<file path="src/hw/rtl/sfpp_pkg.sv">
// shared constants, result type and widths for the framed packet parser
package sfpp_pkg;

    localparam logic [15:0] CRC_INIT    = 16'hFFFF;
    localparam logic [15:0] CRC_POLY    = 16'hA001;
    localparam logic [7:0]  SYNC_FIRST  = 8'h55;
    localparam logic [7:0]  SYNC_SECOND = 8'hAA;
    localparam logic [7:0]  CMD_PROGRAM = 8'h02;

    localparam int MAX_LEN_DEFAULT = 256;

    localparam logic KIND_PAYLOAD = 1'b0;
    localparam logic KIND_VERDICT = 1'b1;

    localparam int IN_TDATA_W  = 8;
    localparam int OUT_TDATA_W = 64;

    typedef logic [15:0] crc_t;
    typedef logic [7:0]  byte_t;

    typedef struct packed {
        logic        kind;
        logic        last_frame;
        logic [8:0]  frame_length;
        logic [15:0] frame_total;
        logic [15:0] frame_number;
        logic        crc_ok;
        logic [7:0]  payload_index;
        logic [7:0]  payload_byte;
    } result_t;

endpackage

</file>
<file path="src/hw/rtl/sfpp_crc16_byte.sv">
// one byte of the crc-16 modbus update, reflected form
module sfpp_crc16_byte (
    input  sfpp_pkg::crc_t  crc_in,
    input  sfpp_pkg::byte_t data_in,
    output sfpp_pkg::crc_t  crc_out
);
    import sfpp_pkg::*;

    always_comb begin
        crc_t acc;
        acc = crc_in ^ {8'h00, data_in};
        for (int k = 0; k < 8; k++) begin
            if (acc[0]) begin
                acc = (acc >> 1) ^ CRC_POLY;
            end else begin
                acc = acc >> 1;
            end
        end
        crc_out = acc;
    end

endmodule

</file>
<file path="src/hw/rtl/sync_framed_packet_parser_crc16.sv">
// framed packet parser with crc-16 modbus check, top level
//
//  channel   dir  tdata                                   tuser
//  s_        in   rx_byte[7:0]                            -
//  m_        out  payload byte/index, verdict fields      result_kind
//
// one byte per cycle while s_tready is high: each byte is parsed and its crc folded in by one layer
// of logic between the state registers and the result register
// a payload byte gives a result and the low crc byte gives the verdict, each registered into the
// result register, or into the skid while that register is stalled; other bytes give none
// a two-entry output (result register plus skid) keeps s_tready high while
// one result waits; aresetn clears the phase and both output entries
module sync_framed_packet_parser_crc16 #(
    parameter int MAX_LEN = sfpp_pkg::MAX_LEN_DEFAULT
) (
    input  logic                               aclk,
    input  logic                               aresetn,
    input  logic                               s_tvalid,
    output logic                               s_tready,
    input  logic [sfpp_pkg::IN_TDATA_W-1:0]    s_tdata,  // [7:0] rx_byte
    output logic                               m_tvalid,
    input  logic                               m_tready,
    // [7:0] payload_byte, [15:8] payload_index, [16] crc_ok, [32:17] frame_number,
    // [48:33] frame_total, [57:49] frame_length, [58] last_frame, [63:59] zero
    output logic [sfpp_pkg::OUT_TDATA_W-1:0]   m_tdata,
    output logic                               m_tuser   // [0] result_kind
);
    import sfpp_pkg::*;

    localparam int CNT_W = $clog2(MAX_LEN + 1);

    typedef enum logic [3:0] {
        PH_SYNC1, PH_SYNC2, PH_CMD, PH_LEN_H, PH_LEN_L, PH_FRM_H, PH_FRM_L,
        PH_TOT_H, PH_TOT_L, PH_DATA, PH_CRC_H, PH_CRC_L
    } phase_t;

    phase_t           phase_reg, phase_next;
    crc_t             crc_reg, crc_next;
    logic [7:0]       len_hi_reg, len_hi_next;
    logic [CNT_W-1:0] len_reg, len_next;
    logic [15:0]      number_reg, number_next;
    logic [15:0]      total_reg, total_next;
    logic [CNT_W-1:0] taken_reg, taken_next;
    logic [7:0]       crc_hi_reg, crc_hi_next;

    result_t out_reg, skid_reg, res;
    logic    out_valid_reg, skid_valid_reg;
    logic    res_valid;

    logic            s_accept, m_accept;
    byte_t           rx_byte;
    crc_t            crc_upd;
    logic [15:0]     len_full;
    logic [CNT_W:0]  taken_inc;
    crc_t            crc_rx;
    logic            crc_match;

    assign rx_byte  = s_tdata[7:0];
    assign s_tready = ~skid_valid_reg;
    assign s_accept = s_tvalid & s_tready;
    assign m_accept = out_valid_reg & m_tready;

    assign m_tvalid = out_valid_reg;
    assign m_tuser  = out_reg.kind;
    assign m_tdata  = {5'b0, out_reg.last_frame, out_reg.frame_length, out_reg.frame_total,
                       out_reg.frame_number, out_reg.crc_ok, out_reg.payload_index,
                       out_reg.payload_byte};

    sfpp_crc16_byte u_crc (
        .crc_in  (crc_reg),
        .data_in (rx_byte),
        .crc_out (crc_upd)
    );

    assign len_full  = {len_hi_reg, rx_byte};
    assign taken_inc = {1'b0, taken_reg} + (CNT_W + 1)'(1);
    assign crc_rx    = {crc_hi_reg, rx_byte};
    assign crc_match = (crc_rx == crc_reg);

    always_comb begin
        phase_next  = phase_reg;
        crc_next    = crc_reg;
        len_hi_next = len_hi_reg;
        len_next    = len_reg;
        number_next = number_reg;
        total_next  = total_reg;
        taken_next  = taken_reg;
        crc_hi_next = crc_hi_reg;
        res_valid   = 1'b0;
        res         = '0;
        if (s_accept) begin
            unique case (phase_reg)
                PH_SYNC2: begin
                    if (rx_byte == SYNC_SECOND) begin
                        crc_next   = CRC_INIT;
                        phase_next = PH_CMD;
                    end else begin
                        phase_next = PH_SYNC1;
                    end
                end
                PH_CMD: begin
                    crc_next   = crc_upd;
                    phase_next = (rx_byte == CMD_PROGRAM) ? PH_LEN_H : PH_SYNC1;
                end
                PH_LEN_H: begin
                    crc_next    = crc_upd;
                    len_hi_next = rx_byte;
                    phase_next  = PH_LEN_L;
                end
                PH_LEN_L: begin
                    crc_next = crc_upd;
                    len_next = CNT_W'(len_full);
                    // zero or oversize length drops back to hunting for sync
                    if (len_full == 16'd0 || len_full > 16'(MAX_LEN)) begin
                        phase_next = PH_SYNC1;
                    end else begin
                        phase_next = PH_FRM_H;
                    end
                end
                PH_FRM_H: begin
                    crc_next    = crc_upd;
                    number_next = {rx_byte, 8'h00};
                    phase_next  = PH_FRM_L;
                end
                PH_FRM_L: begin
                    crc_next    = crc_upd;
                    number_next = {number_reg[15:8], rx_byte};
                    phase_next  = PH_TOT_H;
                end
                PH_TOT_H: begin
                    crc_next   = crc_upd;
                    total_next = {rx_byte, 8'h00};
                    phase_next = PH_TOT_L;
                end
                PH_TOT_L: begin
                    crc_next   = crc_upd;
                    total_next = {total_reg[15:8], rx_byte};
                    taken_next = '0;
                    phase_next = PH_DATA;
                end
                PH_DATA: begin
                    crc_next          = crc_upd;
                    res_valid         = 1'b1;
                    res.kind          = KIND_PAYLOAD;
                    res.payload_byte  = rx_byte;
                    res.payload_index = 8'(taken_reg);
                    taken_next        = CNT_W'(taken_inc);
                    if (taken_inc >= {1'b0, len_reg}) begin
                        phase_next = PH_CRC_H;
                    end
                end
                PH_CRC_H: begin
                    crc_hi_next = rx_byte;
                    phase_next  = PH_CRC_L;
                end
                PH_CRC_L: begin
                    res_valid        = 1'b1;
                    res.kind         = KIND_VERDICT;
                    res.crc_ok       = crc_match;
                    res.frame_number = number_reg;
                    res.frame_total  = total_reg;
                    res.frame_length = 9'(len_reg);
                    res.last_frame   = crc_match & (number_reg == total_reg);
                    phase_next       = PH_SYNC1;
                end
                default: begin
                    phase_next = (rx_byte == SYNC_FIRST) ? PH_SYNC2 : PH_SYNC1;
                end
            endcase
        end
    end

    always_ff @(posedge aclk) begin
        if (!aresetn) begin
            phase_reg      <= PH_SYNC1;
            crc_reg        <= CRC_INIT;
            len_hi_reg     <= '0;
            len_reg        <= '0;
            number_reg     <= '0;
            total_reg      <= '0;
            taken_reg      <= '0;
            crc_hi_reg     <= '0;
            out_valid_reg  <= 1'b0;
            skid_valid_reg <= 1'b0;
        end else begin
            phase_reg  <= phase_next;
            crc_reg    <= crc_next;
            len_hi_reg <= len_hi_next;
            len_reg    <= len_next;
            number_reg <= number_next;
            total_reg  <= total_next;
            taken_reg  <= taken_next;
            crc_hi_reg <= crc_hi_next;

            // skid holds a result only while the output register is stalled
            if (skid_valid_reg) begin
                if (m_accept) begin
                    out_reg        <= skid_reg;
                    skid_valid_reg <= 1'b0;
                end
            end else if (res_valid) begin
                if (!out_valid_reg || m_accept) begin
                    out_reg       <= res;
                    out_valid_reg <= 1'b1;
                end else begin
                    skid_reg       <= res;
                    skid_valid_reg <= 1'b1;
                end
            end else if (m_accept) begin
                out_valid_reg <= 1'b0;
            end
        end
    end

endmodule

</file>
<file path="config.mk">
export PLATFORM = sky130hd
export DESIGN_NAME = sync_framed_packet_parser_crc16
export DESIGN_NICKNAME = d
export VERILOG_FILES = /design/src/hw/rtl/sfpp_pkg.sv /design/src/hw/rtl/sfpp_crc16_byte.sv /design/src/hw/rtl/sync_framed_packet_parser_crc16.sv
export SDC_FILE = /design/constraint.sdc
export NUM_CORES = 1
export LEC_CHECK = 0
export BUFFER_PORTS_ARGS = -buffer_cell sky130_fd_sc_hd__clkbuf_2
export CORE_UTILIZATION = 40
export CTS_CLUSTER_DIAMETER = 200
export CTS_CLUSTER_SIZE = 24
export DETAILED_ROUTE_END_ITERATION = 12
export SLEW_MARGIN = 20
export SYNTH_ARGS = -nofsm -noshare
export SYNTH_HDL_FRONTEND = slang
export SYNTH_HIERARCHICAL = 1
export SYNTH_SLANG_ARGS = --single-unit
</file>
<file path="constraint.sdc">
create_clock -name aclk -period 9.2 [get_ports aclk]
set_input_delay 1.38 -clock aclk [delete_from_list [all_inputs] [get_ports aclk]]
set_output_delay 1.38 -clock aclk [all_outputs]
set_load 0.1 [all_outputs]
</file>
**Word-level counts from Yosys, hierarchy flattened**

Cells that the tools add are included.

- Output and inout bits: 67
- Bits in registers: 208
- Bits of input ports: 12
- Logic and storage cells: 129

- Eq/ne operators: 20
- Order comparisons: 2
- Multiplexer cells: 36
- Add/sub/neg operators: 1
- Reductions and logical operators: 26
- Bitwise logic cells: 16

Operators with widths:

| operator | number |
|---|---|
| 2-to-1 mux 60 bit | 5 |
| 2-to-1 mux 16 bit | 10 |
| case mux 16 bit (2 select lines) | 3 |
| case mux 4 bit (11 select lines) | 1 |
| 2-to-1 mux 43 bit | 1 |
| == test 16 bit | 2 |
| inverter 2 -> 3 bit | 8 |
| case mux 9 bit (2 select lines) | 1 |
| == test 4 x 3 -> 1 bit (second input constant) | 4 |
| == test 4 bit (second input constant) | 4 |
| greater-than comparator 16 x 9 -> 1 bit (second input constant) | 1 |
| zero test 16 bit | 1 |
| XOR 16 x 8 -> 16 bit | 1 |
| AND reduction 2 bit | 7 |
| nonzero test 2 bit | 7 |
| AND reduction 3 bit | 4 |
| 2-to-1 mux 1 bit | 11 |
| adder 9 x 1 -> 10 bit (second input constant) | 1 |
| greater-or-equal comparator 10 x 9 -> 1 bit | 1 |
| == test 4 x 2 -> 1 bit (second input constant) | 2 |
| == test 8 x 2 -> 1 bit (second input constant) | 1 |
| == test 8 x 7 -> 1 bit (second input constant) | 1 |
| == test 8 bit (second input constant) | 1 |
| AND reduction 4 bit | 2 |
| other kinds (12) | 21 |

**Logic depth before layout (Yosys ltp)**

Gate-level depths: netlist of run 1.

- Word-level depth: 18
- Mapped depth: 12
- Depth with buffers taken out: 12

**Hierarchy**

Netlist of run 1, hierarchy kept.

By module, submodules not included:

| module | cells an instance | times used | area an instance (um2) | seq. area each (um2) |
|---|---|---|---|---|
| sync_framed_packet_parser_crc16 | 768 | 1 | 9043.7 | 5365.1 |
| sfpp_crc16_byte | 29 | 1 | 284.0 | 0.0 |

**Worst setup path after synthesis of run 1**

No wires, ideal clock.

- Path kind: input port to flip-flop
- Start point: input aresetn
- End point: register out_reg (netlist bit m_tdata[0]), enable pin
- Cell stages on the path: 4
- Setup time: 0.498 ns
- Slack: 3.768 ns
- Required time: 8.702 ns
- Arrival: 4.934 ns
- Path through: clkbuf_1 clkbuf_1 o21ai_0 a21oi_1

- Longest elaborated chain between the ends: 1

Ends and longest elaborated chain:

| item | line | source |
|---|---|---|
| from (decl) | sync_framed_packet_parser_crc16.sv:17 | `input logic aresetn,` |
| AND reduction 4 bit (no line) | - |  |
| to (signal assigned) | sync_framed_packet_parser_crc16.sv:198 | `out_reg <= skid_reg;` |
| to (signal assigned) | sync_framed_packet_parser_crc16.sv:203 | `out_reg <= res;` |
| to (decl) | sync_framed_packet_parser_crc16.sv:46 | `result_t out_reg, skid_reg, res;` |

Every way passes these cells.
A chain may end at the register's enable or synchronous reset.

**Worst setup path in the final report of run 1**

- Start point: register skid_valid_reg
- End point: output s_tready

- Longest elaborated chain between the ends: 1

Ends and longest elaborated chain:

| item | line | source |
|---|---|---|
| from (decl) | sync_framed_packet_parser_crc16.sv:47 | `logic out_valid_reg, skid_valid_reg;` |
| from (signal assigned) | sync_framed_packet_parser_crc16.sv:184 | `skid_valid_reg <= 1'b0;` |
| from (signal assigned) | sync_framed_packet_parser_crc16.sv:199 | `skid_valid_reg <= 1'b0;` |
| from (signal assigned) | sync_framed_packet_parser_crc16.sv:207 | `skid_valid_reg <= 1'b1;` |
| inverter 1 bit (no line) | - |  |
| to (decl) | sync_framed_packet_parser_crc16.sv:19 | `output logic s_tready,` |

Every way passes these cells.

==> out/qor.yml, run 1 <==
port_buffers: 73
status: "finished clean"
hold_viol: 0
p_per_area_nw_per_um2: 156
arrival_ns: 2.18
clk_latency_ns: 0.47
p_leak_uw: 0.00419
numCtsBuffers: 12
vias: 5804
gr-total-overflow: 0
hold_ws_ns: 0.477
cp_num_buf_inv: 3
cts_resized: 0
grt_pass1_vias: 5541
crit_path_max_fanout: 39
hold_start: "phase_reg[2]$_SDFFE_PN0P_"
core_area_um2: 22800
slowest_delay_ns: 0.68
drc_errors: 0
switching_power_uw: 335
clk_path_buf_depth: 3
path_cells: "buf_4 > inv_2 > clkbuf_2"
total_power_uw: 1590
finalSetupViolations: 0
combPwrFrac: 0.036
yosys_warnings: 6
fmax_ghz: 0.281
synth_cell_types: 64
syn_area_um2: 9330
rr_startpoint: "skid_valid_reg$_SDFF_PN0_"
slowest_stage: "dfxtp_2"
drive_above_1_share: 0.146
tightest_slew_ns: 1.00
grt_max_degree: 93
cts_root_buf: "clkbuf_16"
dr.pass1.iters: 5
cts_sinks: 208
fin_util: 0.448
layout_min_cycle_time_ns: 3.56
relSlewSlack: 0.332
critPathRequiredTime_ns: 7.82
place_ws_ns: 5.52
postCtsSetupBuffers: 0
die_w_um: 155
placementRows: 55
dieArea_um2: 23900
worst-setup-path-type: "reg -> out"
reg2reg_setup_slack_ns: 6.30
ir_drop_v: 0.0000862
reg2reg_to: "taken_reg[7]$_SDFFE_PN0P_"
place_congestion: 0.775
area_growth_pct: 9.38
rsz0062_at_grt: "false"
grt_usage: 0.159
htree_levels: 1
synth_edf_count: 120
antenna_cells: 0
dp_hpwl_um: 12000
start_kind: "register"
min_path_cells: 2
min_to: "phase_reg[2]$_SDFFE_PN0P_"
postRouteAntennaNets: 0
synth_seq_area_share: 0.575
cts_tree: "done"
syn_area_per_cell_um2: 11.7
finalWorstSetupSlack_ns: 5.64
syn-instance-count: 797
crit_path_end_kind: "output pin"
nets: 859
p_clk_frac: 0.353
clock_skew_ns: 0.0136
async_flop_share: 0
r2r_cells: 7
cp_top_family: "buffers and inverters"
maxSlewViolCount: 0
synth.ff_latch_count: 208
wl_um: 18900
synth_top_cell_by_area: "edfxtp_1"
antenna_found_initial: 0
routedWlPerCell_um: 16.4
netlist.area_leader.share: 0.386
io_pins: 79
clkTransAtPathRegs_ns: 0.10
switching_share: 0.210
die_h_um: 155
ys_top_cells_by_area: "edfxtp_1 (39%), dfxtp_1 (19%), a21o_1 (4.7%), nor2b_1 (3.4%), mux2i_1 (3.0%)"
p_seq_frac: 0.611
largest_reg_flops: 60
fin_crit_sh: 0.387
min_path_type: "reg -> reg"
cap_violations: 0
grt_pass1_wl_um: 30400
p_int_uw: 1260
tns_ns: 0
cts-hold-fix-buffers: 0
initial_core_util: 0.410
worstSetupStartpoint: "skid_valid_reg$_SDFF_PN0_"
vias_per_cell: 5.03
synth_ff_type: "edfxtp_1"
drt_first_iter_violations: 364
[routing by layer]
layer / vias up / share of wire / global-route usage
met5: - / 0 / 0
met4: 0 / 0.012 / 0.0339
met3: 16 / 0.049 / 0.0235
met2: 120 / 0.45 / 0.245
met1: 2788 / 0.49 / 0.236
li1: 2880 / - / -
[synth_stat cells, types with 6 or more instances]
cell and instances:
nor3_1 26, clkbuf_1 27, a21boi_0 9, a21boi_1 9, a22oi_1 21, buf_4 13
o21ai_1 19, xor2_1 29, nor4_1 7, nand2_1 36, nand3_1 24, inv_1 16
edfxtp_1 120, nor2b_1 51, a21o_1 59, nand4_1 10, and2_1 35, ha_1 13
xnor2_1 31, and3_1 20, dfxtp_1 88, buf_2 16, mux2i_1 28, nor2_1 23
a21oi_1 8, nor2_2 6
[through the flow]
step / cell area [µm²] / std cells
2_1_floorplan: 9340 / 801
3_3_place_gp: 9850 / 1133
3_5_place_dp: 9850 / 1133
4_1_cts: 10200 / 1153
5_1_grt: 10200 / 1153
6_report: 10200 / 1153
[layout make-up]
class | count | area, µm²
clock buffer | 19 | 348
clock inverter | 1 | 8.76
fill | 2150 | 12600
inverter | 19 | 71.3
multi-input combinational | 515 | 3610
sequential | 208 | 5370
tap | 313 | 392
timing repair buffer | 78 | 403
[cells in the final DEF (no fill, tap or decap), types with 19 or more instances in the layout]
cell type  instances
a21o_1            59
a22oi_1           21
and2_1            35
and3_1            20
clkbuf_2          73
dfxtp_1           87
edfxtp_1         120
mux2i_1           28
nand2_1           36
nand3_1           24
nor2_1            23
nor2b_1           51
nor3_1            26
o21ai_1           19
xnor2_1           31
xor2_1            29
[worst min-delay path, stage by stage, from the launching register on]
cell and delay, ns:
dfxtp_1 0.34, nand2_1 0.06, o21ai_1 0.05
[cells by family (layout without fill, tap and decap cells)]
kind of cell / count (synthesis) / after routing / share of synthesized area
xor+xnor: 64 / 64 / 0.0640
fa+ha+maj: 13 / 13 / 0.0174
other cells: 1 / 5 / 0.000402
buf+inv: 78 / 117 / 0.0404
simple gates: 259 / 259 / 0.158
mux: 29 / 29 / 0.0313
compound gates: 145 / 145 / 0.114
flops: 208 / 208 / 0.575
[power by group through the flow]
stage | Clock [µW] | Sequential [µW] | Combinational [µW]
after floorplan | 0 | 993 | 45.4
after global placement | 0 | 993 | 56.9
after detailed placement | 0 | 993 | 56.7
after CTS | 582 | 972 | 56.9
after global routing | 616 | 972 | 60.7
final | 562 | 972 | 56.9
[worst max-delay path by stage]
stage,to,cells past startpoint
after floorplan,m_tdata[0]$_DFFE_PP_,4
after global placement,m_tdata[30]$_DFFE_PP_,5
after detailed placement,m_tdata[40]$_DFFE_PP_,5
after CTS,s_tready,3
after global routing,s_tready,3
final,s_tready,3
Power figures use the tool's default switching activity.
==> inputs of run 2 (changes only) <==
==> constraint.sdc (replaced) <==
create_clock -name aclk -period 3.6 [get_ports aclk]
set_input_delay 0.54 -clock aclk [delete_from_list [all_inputs] [get_ports aclk]]
set_output_delay 0.54 -clock aclk [all_outputs]
set_load 0.1 [all_outputs]
==> out/qor.yml, run 2 (synthesis results as in run 1) <==
status: "finished clean"  # unchanged
fmax_ghz: 0.373
cts_tree: "done"  # unchanged
use_met1: 0.246  # was 0.236
start_kind: "register"  # unchanged
place_ws_ns: 0.952  # was 5.52 ns
grt_pass1_wl_um: 31600  # was 30400 µm
slowest_delay_ns: 0.45  # was 0.68 ns
postRouteAntennaNets: 0  # unchanged
fin_crit_sh: 0.746
clk_path_buf_depth: 3  # unchanged
cp_num_buf_inv: 1  # was 3
rsz0062_at_grt: "false"  # unchanged
multi_input_area_um2: 3610  # unchanged
clock_skew_ns: 0.0157  # was 0.0136 ns
antenna_cells: 0  # unchanged
dieArea_um2: 23900  # unchanged
port_buffers: 73  # unchanged
core_area_um2: 22800  # unchanged
final_common_cell: "edfxtp_1"  # unchanged
crit_path_end_kind: "register"  # was output pin
p_leak_uw: 0.00424  # was 0.00419 µW
numCtsBuffers: 12  # unchanged
grt_pass1_vias: 5666  # was 5541
die_h_um: 155  # unchanged
tns_ns: 0  # unchanged
arrival_ns: 3.07  # was 2.18 ns
cp_top_family: "compound AO/OA/AOI/OAI gates"  # was buffers and inverters
final_cell_mix: "edfxtp_1 (120), dfxtp_1 (87), clkbuf_2 (73)"  # unchanged
cpMostUsedCell: "ha_1"
ir_drop_v: 0.000191  # was 0.0000862 V
place_congestion: 0.822  # was 0.775
antenna_found_initial: 0  # unchanged
vias_per_cell: 5.06  # was 5.03
die_w_um: 155  # unchanged
cts_sinks: 208  # unchanged
dp_hpwl_um: 12900  # was 12000 µm
maxSlewViolCount: 0  # unchanged
critPathRequiredTime_ns: 3.99  # was 7.82 ns
top_usage_layer: "met2"  # unchanged
drt_first_iter_violations: 320  # was 364
finish.instance_area_um2: 10200  # about the same
grt_usage: 0.165  # was 0.159
relSlewSlack: 0.499  # was 0.332
register_area_um2: 5370  # unchanged
area_growth_pct: 9.83  # was 9.38%
postCtsSetupBuffers: 0  # unchanged
path_cells: "ha_1 > nand2_1 > or2_1 > nor2_1 > xor2_1 > ha_1 > inv_1 > o2111ai_1 > a41oi_2 > o22ai_4 > nor3b_1 > o21a_1"  # was buf_4 > inv_2 > clkbuf_2
cts_resized: 0  # unchanged
vias: 5858  # was 5804
crit_path_max_fanout: 7  # was 39
routedWlPerCell_um: 16.8  # was 16.4 µm
slowest_stage: "dfxtp_1"  # was dfxtp_2
htree_levels: 1  # unchanged
placementRows: 55  # unchanged
nFillCells: 2106  # was 2150
io_pins: 79  # unchanged
drive_above_1_share: 0.150  # was 0.146
fin_util: 0.450  # was 0.448
place_area_um2: 9890  # was 9850 µm²
wl_um: 19500  # was 18900 µm
largest_reg_flops: 60  # unchanged
cts_root_buf: "clkbuf_16"  # unchanged
min_path_type: "in -> reg"  # was reg -> reg
finalWorstSetupSlack_ns: 0.916  # was 5.64 ns
gr-total-overflow: 0  # unchanged
grt_max_degree: 79  # was 93
worst-setup-path-type: "reg -> reg"  # was reg -> out
cap_violations: 0  # unchanged
p_per_area_nw_per_um2: 400  # was 156 nW/µm²
nets: 863  # was 859
clkTransAtPathRegs_ns: 0.10  # about the same
cts-hold-fix-buffers: 0  # unchanged
clk_latency_ns: 0.48  # was 0.47 ns
initial_core_util: 0.410  # unchanged
gr-usage-met2: 0.255  # was 0.245
grtUsageMet3: 0.0210  # was 0.0235
drc_errors: 0  # unchanged
dr.pass1.iters: 4  # was 5
tightest_slew_ns: 0.749  # was 1.00 ns
layout_min_cycle_time_ns: 2.68
hold_viol: 0  # unchanged
finalSetupViolations: 0  # unchanged
==> run 2: cell types whose count changed in the layout (fill, tap and decap cells not counted) <==
| cell | previous run | this run |
|---|---|---|
| buf_4 | 5 | 8 |
| buf_12 | 0 | 1 |
==> run 2: final cells by class <==
| class | count | share of cell area |
|---|---|---|
| sequential | 208 | 0.524 |
| tap | 313 | 0.0382 |
| inverter | 19 | 0.00696 |
| multi-input combinational | 515 | 0.353 |
| timing repair buffer | 82 | 0.0435 |
| clock inverter | 1 | 0.000855 |
| clock buffer | 19 | 0.0340 |
==> run 2: through the flow <==
step                power (µW)  hold WS [ns]  cells
finish                    4090         0.463   1157
global route              4230         0.472   1157
CTS                       4140         0.453   1157
detailed placement        2690         0.472   1137
global placement          2690         0.470   1137
floorplan                 2650         0.446    801
==> run 2: worst min-delay path: cells and delay by family <==
kind                   cells  cell delay (ns)
AOI/OAI and AO/OA          2             0.19
buffers and inverters      2             0.16
==> run 2: path summary, 6_finish.rpt <==
path | start | endpoint | slack, ns | cells past startpoint
max reg2reg | taken_reg[0]$_SDFFE_PN0P_ | phase_reg[3]$_SDFFE_PN0P_ | 0.92 | 12
max | taken_reg[0]$_SDFFE_PN0P_ | phase_reg[3]$_SDFFE_PN0P_ | 0.92 | 12
min | m_tready | m_tvalid$_SDFFE_PN0P_ | 0.46 | 4
min reg2reg | phase_reg[2]$_SDFFE_PN0P_ | phase_reg[2]$_SDFFE_PN0P_ | 0.49 | 2
==> run 2: where the power goes <==
part / switching, µW / leakage, µW / internal, µW / total [µW]
clock: 782 / 0.000172 / 679 / 1460
combinational: 98.8 / 0.00228 / 50.4 / 149
sequential: 0.0439 / 0.00178 / 2480 / 2480
==> run 2: layer usage <==
layer | vias to the layer above | wire, µm
met4 | 0 | 278
met1 | 2816 | 9770
met5 | - | 0
met2 | 127 | 8640
met3 | 20 | 783
li1 | 2895 | -
